## src/rtl/lpp_pkg.sv

```systemverilog
// ----------------------------------------------------------------------------
// lpp_pkg
// Shared types and constants for the link-port paddle controller.
// ----------------------------------------------------------------------------
package lpp_pkg;

    localparam int unsigned IN_DATA_W  = 40;
    localparam int unsigned OUT_DATA_W = 8;
    localparam int unsigned CFG_ADDR_W = 1;
    localparam int unsigned CFG_DATA_W = 15;

    localparam logic [CFG_ADDR_W-1:0] CFG_MODE     = 1'd0;
    localparam logic [CFG_ADDR_W-1:0] CFG_DEADZONE = 1'd1;

    localparam logic [14:0] DEADZONE_RESET = 15'd1638;
    localparam logic [15:0] MOUSE_RESET    = 16'h7800;

    localparam logic [7:0]  PADDLE_MIN     = 8'h3F;
    localparam logic [7:0]  PADDLE_MAX     = 8'h97;
    localparam logic [7:0]  PADDLE_SPAN    = 8'd88;
    localparam logic [15:0] BIAS_Q15       = 16'd36045;
    localparam logic [15:0] STICK_ONE      = 16'd32768;
    localparam logic [7:0]  MOUSE_GAIN     = 8'd77;
    localparam logic [9:0]  TOUCH_MAX      = 10'd512;
    localparam logic [7:0]  BUTTON_REPLY   = 8'h8E;
    localparam logic [7:0]  DISABLED_REPLY = 8'hFF;

    typedef enum logic [1:0] {
        MODE_OFF,
        MODE_STICK,
        MODE_MOUSE,
        MODE_TOUCH
    } t_mode;

    typedef enum logic [2:0] {
        REPLY_OFF,
        REPLY_STICK,
        REPLY_MOUSE,
        REPLY_TOUCH,
        REPLY_BUTTON
    } t_reply;

    typedef struct packed {
        logic   load;
        logic   square;
        logic   cube;
        logic   bias;
        logic   emit;
        t_reply sel;
    } t_cmd;

    typedef struct packed {
        t_mode mode;
        logic  out_free;
    } t_status;

endpackage

```

## src/rtl/lpp_ctrl.sv

```systemverilog
// ----------------------------------------------------------------------------
// lpp_ctrl
// Sequencer: picks the reply kind per request and steps the stick pipeline.
// ----------------------------------------------------------------------------
module lpp_ctrl
    import lpp_pkg::*;
(
    input  logic    i_clk,
    input  logic    i_rst_n,
    input  logic    i_in_valid,
    output logic    o_in_ready,
    output t_cmd    o_cmd,
    input  t_status i_status
);

    typedef enum logic [2:0] {
        S_IDLE,
        S_SQ,
        S_CUBE,
        S_BIAS,
        S_EMIT
    } t_state;

    t_state r_state, n_state;
    t_reply r_sel, n_sel;
    logic   r_phase, n_phase;

    always_comb begin
        n_state = r_state;
        n_sel   = r_sel;
        n_phase = r_phase;
        unique case (r_state)
            S_IDLE: begin
                if (i_in_valid) begin
                    if (i_status.mode == MODE_OFF) begin
                        n_sel = REPLY_OFF;
                    end else if (!r_phase) begin
                        n_sel = REPLY_BUTTON;
                    end else begin
                        unique case (i_status.mode)
                            MODE_STICK: n_sel = REPLY_STICK;
                            MODE_MOUSE: n_sel = REPLY_MOUSE;
                            default:    n_sel = REPLY_TOUCH;
                        endcase
                    end
                    n_state = (n_sel == REPLY_STICK) ? S_SQ : S_EMIT;
                end
            end
            S_SQ:   n_state = S_CUBE;
            S_CUBE: n_state = S_BIAS;
            S_BIAS: n_state = S_EMIT;
            S_EMIT: begin
                if (i_status.out_free) begin
                    n_state = S_IDLE;
                    if (r_sel != REPLY_OFF) begin
                        n_phase = ~r_phase;
                    end
                end
            end
            default: n_state = S_IDLE;
        endcase
    end

    always_ff @(posedge i_clk) begin
        if (!i_rst_n) begin
            r_state <= S_IDLE;
            r_sel   <= REPLY_OFF;
            r_phase <= 1'b1;
        end else begin
            r_state <= n_state;
            r_sel   <= n_sel;
            r_phase <= n_phase;
        end
    end

    assign o_in_ready   = (r_state == S_IDLE);
    assign o_cmd.load   = (r_state == S_IDLE) && i_in_valid;
    assign o_cmd.square = (r_state == S_SQ);
    assign o_cmd.cube   = (r_state == S_CUBE);
    assign o_cmd.bias   = (r_state == S_BIAS);
    assign o_cmd.emit   = (r_state == S_EMIT) && i_status.out_free;
    assign o_cmd.sel    = r_sel;

    a_accept_busy: assert property (@(posedge i_clk) disable iff (!i_rst_n)
        o_cmd.load |=> !o_in_ready)
        else $error("accepted a request while busy");

    a_phase_hold: assert property (@(posedge i_clk) disable iff (!i_rst_n)
        !o_cmd.emit |=> $stable(r_phase))
        else $error("phase changed without a reply");

    a_stick_steps: assert property (@(posedge i_clk) disable iff (!i_rst_n)
        o_cmd.square |=> o_cmd.cube ##1 o_cmd.bias)
        else $error("stick steps out of order");

    a_one_step: assert property (@(posedge i_clk) disable iff (!i_rst_n)
        $onehot0({o_cmd.load, o_cmd.square, o_cmd.cube, o_cmd.bias, o_cmd.emit}))
        else $error("overlapping datapath commands");

endmodule

```

## src/rtl/lpp_dp.sv

```systemverilog
// ----------------------------------------------------------------------------
// lpp_dp
// Datapath: config registers, stick curve, mouse and touch trackers, reply.
// ----------------------------------------------------------------------------
module lpp_dp
    import lpp_pkg::*;
(
    input  logic                  i_clk,
    input  logic                  i_rst_n,
    input  logic                  i_cfg_we,
    input  logic [CFG_ADDR_W-1:0] i_cfg_addr,
    input  logic [CFG_DATA_W-1:0] i_cfg_data,
    input  logic signed [15:0]    i_stick_x,
    input  logic signed [15:0]    i_mouse_dx,
    input  logic                  i_button_down,
    input  t_cmd                  i_cmd,
    output t_status               o_status,
    output logic                  o_out_valid,
    input  logic                  i_out_ready,
    output logic [7:0]            o_reply_byte
);

    t_mode              r_mode;
    logic [14:0]        r_deadzone;
    logic [15:0]        r_mouse_pos;
    logic [9:0]         r_touch_acc;
    logic               r_out_valid;
    logic [7:0]         r_reply;

    logic               r_neg;
    logic [15:0]        r_mag;
    logic [30:0]        r_sq;
    logic [15:0]        r_cube;
    logic [15:0]        r_bias;
    logic signed [22:0] r_mprod;
    logic signed [15:0] r_dx;
    logic               r_btn;

    logic [15:0]        mag_abs;
    logic [46:0]        cube_full;
    logic [31:0]        bias_full;
    logic [16:0]        bias_q;
    logic [16:0]        stick_off;
    logic [24:0]        stick_prod;
    logic signed [23:0] mouse_sum;
    logic [15:0]        mouse_next;
    logic signed [17:0] touch_sum;
    logic [9:0]         touch_next;
    logic [16:0]        touch_prod;
    logic [7:0]         n_reply;

    always_ff @(posedge i_clk) begin
        if (!i_rst_n) begin
            r_mode     <= MODE_OFF;
            r_deadzone <= DEADZONE_RESET;
        end else if (i_cfg_we) begin
            unique case (i_cfg_addr)
                CFG_MODE:     r_mode     <= t_mode'(i_cfg_data[1:0]);
                CFG_DEADZONE: r_deadzone <= i_cfg_data;
                default:      ;
            endcase
        end
    end

    assign mag_abs    = i_stick_x[15] ? 16'(-i_stick_x) : 16'(i_stick_x);
    assign cube_full  = 47'(r_sq) * 47'(r_mag);
    assign bias_full  = 32'(r_cube) * 32'(BIAS_Q15);
    assign bias_q     = bias_full[31:15];
    assign stick_off  = r_neg ? (17'(STICK_ONE) - 17'(r_bias))
                              : (17'(STICK_ONE) + 17'(r_bias));
    assign stick_prod = 25'(stick_off) * 25'(PADDLE_SPAN);

    assign mouse_sum = $signed({8'd0, r_mouse_pos}) + 24'(r_mprod);
    always_comb begin
        if (mouse_sum < $signed({8'd0, PADDLE_MIN, 8'd0})) begin
            mouse_next = {PADDLE_MIN, 8'd0};
        end else if (mouse_sum > $signed({8'd0, PADDLE_MAX, 8'd0})) begin
            mouse_next = {PADDLE_MAX, 8'd0};
        end else begin
            mouse_next = mouse_sum[15:0];
        end
    end

    assign touch_sum = $signed({8'd0, r_touch_acc}) + 18'(r_dx);
    always_comb begin
        if (touch_sum < 0) begin
            touch_next = '0;
        end else if (touch_sum > $signed({8'd0, TOUCH_MAX})) begin
            touch_next = TOUCH_MAX;
        end else begin
            touch_next = touch_sum[9:0];
        end
    end
    assign touch_prod = 17'(touch_next) * 17'(PADDLE_SPAN);

    always_comb begin
        case (i_cmd.sel)
            REPLY_STICK:  n_reply = PADDLE_MIN + stick_prod[23:16];
            REPLY_MOUSE:  n_reply = mouse_next[15:8];
            REPLY_TOUCH:  n_reply = PADDLE_MIN + {1'b0, touch_prod[15:9]};
            REPLY_BUTTON: n_reply = (r_btn && (r_mode == MODE_MOUSE)) ? BUTTON_REPLY : 8'd0;
            default:      n_reply = DISABLED_REPLY;
        endcase
    end

    // Working registers, no reset needed.
    always_ff @(posedge i_clk) begin
        if (i_cmd.load) begin
            r_neg   <= i_stick_x[15];
            r_mag   <= (mag_abs < {1'b0, r_deadzone}) ? 16'd0 : mag_abs;
            r_mprod <= 23'(i_mouse_dx) * $signed({15'd0, MOUSE_GAIN});
            r_dx    <= i_mouse_dx;
            r_btn   <= i_button_down;
        end
        if (i_cmd.square) begin
            r_sq <= 31'(r_mag) * 31'(r_mag);
        end
        if (i_cmd.cube) begin
            r_cube <= cube_full[45:30];
        end
        if (i_cmd.bias) begin
            r_bias <= (bias_q > 17'(STICK_ONE)) ? STICK_ONE : bias_q[15:0];
        end
        if (i_cmd.emit) begin
            r_reply <= n_reply;
        end
    end

    always_ff @(posedge i_clk) begin
        if (!i_rst_n) begin
            r_mouse_pos <= MOUSE_RESET;
            r_touch_acc <= '0;
            r_out_valid <= 1'b0;
        end else begin
            if (i_cmd.emit && (i_cmd.sel == REPLY_MOUSE)) begin
                r_mouse_pos <= mouse_next;
            end
            if (i_cmd.emit && (i_cmd.sel == REPLY_TOUCH)) begin
                r_touch_acc <= touch_next;
            end
            if (i_cmd.emit) begin
                r_out_valid <= 1'b1;
            end else if (i_out_ready) begin
                r_out_valid <= 1'b0;
            end
        end
    end

    assign o_status.mode     = r_mode;
    assign o_status.out_free = !r_out_valid || i_out_ready;
    assign o_out_valid       = r_out_valid;
    assign o_reply_byte      = r_reply;

    a_mouse_range: assert property (@(posedge i_clk) disable iff (!i_rst_n)
        (i_cmd.emit && (i_cmd.sel == REPLY_MOUSE))
            |=> (r_reply >= PADDLE_MIN) && (r_reply <= PADDLE_MAX))
        else $error("mouse position out of paddle range");

    a_touch_range: assert property (@(posedge i_clk) disable iff (!i_rst_n)
        r_touch_acc <= TOUCH_MAX)
        else $error("touch accumulator above limit");

    a_emit_valid: assert property (@(posedge i_clk) disable iff (!i_rst_n)
        i_cmd.emit |=> r_out_valid)
        else $error("reply not presented");

endmodule

```

## src/rtl/link_port_paddle_controller.sv

```systemverilog
// ----------------------------------------------------------------------------
// link_port_paddle_controller
// Paddle controller answering link-port transfers with one reply byte each.
// ----------------------------------------------------------------------------
// Usage:
//   s_axis carries one request per link transfer (stick, mouse motion,
//   button). m_axis returns the reply byte for it, one reply per request.
//   The config port writes control_mode (index 0) and stick_deadzone
//   (index 1); write it only while no request is in flight.
//   A stick position reply passes the square, cube, bias and reply stages
//   of the stick datapath before m_axis_tvalid; all other replies go
//   straight to the reply stage. One request is in flight at a time, so
//   a new request is accepted only once the last one has been emitted.
//   The reply sits in an output register; the next request is accepted
//   while it waits, and its result is held back until the register frees.
//   Reset: mode disabled, deadzone 1638, position byte next, mouse at
//   120.0, touch accumulator 0, no reply pending.
// ----------------------------------------------------------------------------
module link_port_paddle_controller
    import lpp_pkg::*;
(
    input  logic                  i_clk,
    input  logic                  i_rst_n,
    input  logic                  i_cfg_we,
    input  logic [CFG_ADDR_W-1:0] i_cfg_addr,
    input  logic [CFG_DATA_W-1:0] i_cfg_data,
    input  logic                  s_axis_tvalid,
    output logic                  s_axis_tready,
    // [15:0] stick_x, [31:16] mouse_dx, [32] button_down, [39:33] zero
    input  logic [IN_DATA_W-1:0]  s_axis_tdata,
    output logic                  m_axis_tvalid,
    input  logic                  m_axis_tready,
    // [7:0] reply_byte
    output logic [OUT_DATA_W-1:0] m_axis_tdata
);

    t_cmd    cmd;
    t_status status;

    lpp_ctrl u_ctrl (
        .i_clk      (i_clk),
        .i_rst_n    (i_rst_n),
        .i_in_valid (s_axis_tvalid),
        .o_in_ready (s_axis_tready),
        .o_cmd      (cmd),
        .i_status   (status)
    );

    lpp_dp u_dp (
        .i_clk         (i_clk),
        .i_rst_n       (i_rst_n),
        .i_cfg_we      (i_cfg_we),
        .i_cfg_addr    (i_cfg_addr),
        .i_cfg_data    (i_cfg_data),
        .i_stick_x     (s_axis_tdata[15:0]),
        .i_mouse_dx    (s_axis_tdata[31:16]),
        .i_button_down (s_axis_tdata[32]),
        .i_cmd         (cmd),
        .o_status      (status),
        .o_out_valid   (m_axis_tvalid),
        .i_out_ready   (m_axis_tready),
        .o_reply_byte  (m_axis_tdata)
    );

endmodule

```

## config.mk

```make
export PLATFORM = sky130hd
export DESIGN_NAME = link_port_paddle_controller
export DESIGN_NICKNAME = d
export VERILOG_FILES = /design/src/rtl/lpp_pkg.sv /design/src/rtl/lpp_ctrl.sv /design/src/rtl/lpp_dp.sv /design/src/rtl/link_port_paddle_controller.sv
export SDC_FILE = /design/constraint.sdc
export NUM_CORES = 2
export LEC_CHECK = 0
export BUFFER_PORTS_ARGS = -buffer_cell sky130_fd_sc_hd__buf_4
export CAP_MARGIN = 40
export CELL_PAD_IN_SITES_DETAIL_PLACEMENT = 1
export CELL_PAD_IN_SITES_GLOBAL_PLACEMENT = 1
export CORE_MARGIN = 8
export CORE_UTILIZATION = 45
export DETAILED_ROUTE_END_ITERATION = 10
export GPL_ROUTABILITY_DRIVEN = 0
export PLACE_DENSITY_LB_ADDON = 0.1
export SLEW_MARGIN = 20
export SYNTH_ARGS = -nofsm -noshare
export SYNTH_HDL_FRONTEND = slang
export SYNTH_HIERARCHICAL = 1
export SYNTH_SLANG_ARGS = --single-unit
```

## constraint.sdc

```tcl
create_clock -name i_clk -period 8.75 [get_ports i_clk]
set_clock_uncertainty 0.15 [all_clocks]
set_input_delay 0.875 -clock i_clk [delete_from_list [all_inputs] [get_ports i_clk]]
set_output_delay 0.875 -clock i_clk [all_outputs]
set_load 0.005 [all_outputs]
```

==> results_dict.tcl <==
set metrics [dict create \
    setup_viol 0 \
    grt-ovfl-total 0 \
    netlist.area_leader.share 0.353 \
    rsz0062_at_grt "no" \
    finalCritPeriodShare 0.925 \
    clock_path_buffers 2 \
    synth.area.mux_share 0.00216 \
    synth_top_cell_by_area "fa_1" \
    initial_core_util 0.451 \
    path_buf_inv 6 \
    worst_hold_path.num_cells 2 \
    fin_hold_ws_ns 0.308 \
    pre_cts_ws_ns 0.703 \
    htree_levels 4 \
    route.detailed.drc 0 \
    r2r_cells 27 \
    syn_area_um2 38200 \
    cp_common_cell "fa_1" \
    via_per_inst 5.16 \
    clk_pin_slew_ns 0.08 \
    ctsResizeCount 0 \
    layout.cells.non_filler 5269 \
    cts_setup_buffers 0 \
    core_um2 84600 \
    insertion_delay_ns 0.50 \
    diodes 0 \
    core.rowCount 107 \
    critical_path.startpoint_type "register" \
    cp.required_ns 8.83 \
    synth_top_flop_cell "edfxtp_1" \
    synth_adder_area_share 0.521 \
    crit_type "reg2reg" \
    area_growth_pct 6.76 \
    drv_slew 0 \
    dp_hpwl_um 79800 \
    die_h_um 307 \
    cts_tree "yes" \
    end_kind "register" \
    drt-initial-drc-count 1200 \
    hold_path_class "reg2reg" \
    yosys_warnings 6 \
    fillers 9785 \
    fin_setup_tns_ns 0 \
    dieArea_um2 94400 \
    hold_violations 0 \
    critical_path_depth 27 \
    synth_top_family_by_area "adder cells" \
    synth_edf_count 125 \
    io_buffers 63 \
    synthArstFlopShare 0 \
    nets 5358 \
    ys_types 92 \
    drt-total-wl_um 97100 \
    track_usage 0.213 \
    wl_per_cell_um 18.4 \
    relSlewSlack 0.399 \
    period_minus_slack_ns 8.10 \
    grt_antenna_before_repair 2 \
    cts_buffers 17 \
    worstMarginPinSlew_ns 0.901 \
    status "completed" \
    syn_inst 4099 \
    fmax_mhz 124 \
    multi_input_area_um2 29500 \
    area.sequential_um2 4770 \
    grt_start_max_net_pins 55 \
    final.setup.worst_slack_ns 0.653 \
    synth.most_common_cell "inv_1" \
    synth-xor-area-share 0.0339 \
    io_pins 71 \
    root_buffer "clkbuf_16" \
    grt_pass1_wl_um 161000 \
    dp_cells 5236 \
    synth_top_cells_by_count "inv_1, fa_1, nand2_1" \
    worstPathMaxFanout 38 \
    cts_sinks 176 \
    ys_seq_area_frac 0.125 \
    grt_pass1_vias 30114 \
    drv_cap 0 \
    synth-simple-area-share 0.142 \
    hold_buffers 0 \
    syn_area_per_cell_um2 9.32 \
    cpMaxStageDelayCell "edfxtp_1" \
    synth_compound_area_frac 0.0730 \
    critPathTopFamily "adder cells" \
    drive_above_1_share 0.0516 \
    cpPeakStageDelay_ns 0.79 \
    synth-seq-cells 176 \
    ant_nets 0 \
    chipWidth_um 307 \
    synth_area_leaders "fa_1, ha_1, edfxtp_1" \
    first_pass_iters 5 \
    arrival_ns 8.18 \
    num_vias 27212 \
]
## cells in the final DEF, fill, tap and decap left out, drive strengths merged, types with 6 or more instances in the layout
| cell type | n |
|---|---|
| inv | 908 |
| fa | 673 |
| nand2 | 526 |
| ha | 512 |
| and2 | 222 |
| nor2 | 141 |
| buf | 134 |
| edfxtp | 125 |
| a21oi | 109 |
| xnor2 | 100 |
| o21ai | 68 |
| nor3 | 55 |
| dfxtp | 51 |
| xor2 | 47 |
| nand3 | 41 |
| a21o | 35 |
| nand2b | 32 |
| a21boi | 21 |
| a211oi | 20 |
| clkbuf | 17 |
| nor2b | 17 |
| or3 | 16 |
| or2 | 16 |
| o21a | 16 |
| o211ai | 15 |
| o31ai | 13 |
| and3 | 12 |
| o21bai | 12 |
| or4 | 11 |
| nand4 | 11 |
| a31oi | 10 |
| a2111oi | 8 |
| a41oi | 7 |
| nor4 | 7 |
| mux2i | 6 |
| a2bb2oi | 6 |
| clkinv | 6 |
| nor3b | 6 |
## layout make-up
cell class | count | area share
multi-input cells | 2882 | 0.723
flip-flops and latches | 176 | 0.117
inverters | 901 | 0.0829
well taps | 1144 | 0.0351
repair buffers | 134 | 0.0271
clock buffers | 17 | 0.0104
clock inverters | 15 | 0.00402
## layer usage
layer	vias up	GRT usage	routed length, µm
met2	358	0.350	44900
met4	2	0.0409	1410
met3	88	0.0243	3050
li1	12818	-	-
met1	13946	0.304	47700
met5	-	0	10
## cells by family after synthesis
group,after synthesis
buffers and inverters,1044
multiplexers,8
other,2
flip-flops,176
AO/OA/AOI/OAI,403
AND/OR/NAND/NOR,1134
adder cells (fa/ha/maj),1185
XOR/XNOR,147
## metrics by stage
step,utilization,cell area (µm²)
floorplan,-,38200
global placement,0.474,40100
detailed placement,0.475,40200
CTS,0.482,40800
global route,0.482,40800
finish,0.482,40800
## worst reg2reg max path: cells and delay by family, from the launching register on
kind,cells,cell delay [ns]
xor+xnor,1,0.08
compound gates,10,2.28
simple gates,3,0.45
flops,1,0.79
buf+inv,6,0.86
fa+ha+maj,7,3.20
## final timing paths
check	from	end	slack [ns]
worst max-delay path	u_dp/r_mag[6]	u_dp/r_cube[15]	0.65
worst min-delay path	u_dp/r_deadzone[14]	u_dp/r_deadzone[14]	0.31
worst max register to register	u_dp/r_mag[6]	u_dp/r_cube[15]	0.65
worst min register to register	u_dp/r_deadzone[14]	u_dp/r_deadzone[14]	0.31
## flip-flops by register name, indices dropped and copies added, names as in the netlist
signal	count
u_dp/r_cube	16
u_dp/r_mprod	23
u_dp/r_mode	2
u_dp/r_mouse_pos	16
u_ctrl/r_phase	1
u_dp/r_bias	16
u_dp/r_neg	1
u_ctrl/r_state	3
u_dp/r_mag	16
u_dp/r_deadzone	15
u_ctrl/r_sel	3
u_dp/r_dx	14
u_dp/r_touch_acc	10
u_dp/o_reply_byte	8
u_dp/r_sq	30
u_dp/o_out_valid	1
u_dp/r_btn	1
Power is left out: the tool's default activity adds up to more than one toggle a clock period on the data nets, which glitch-free logic cannot reach.
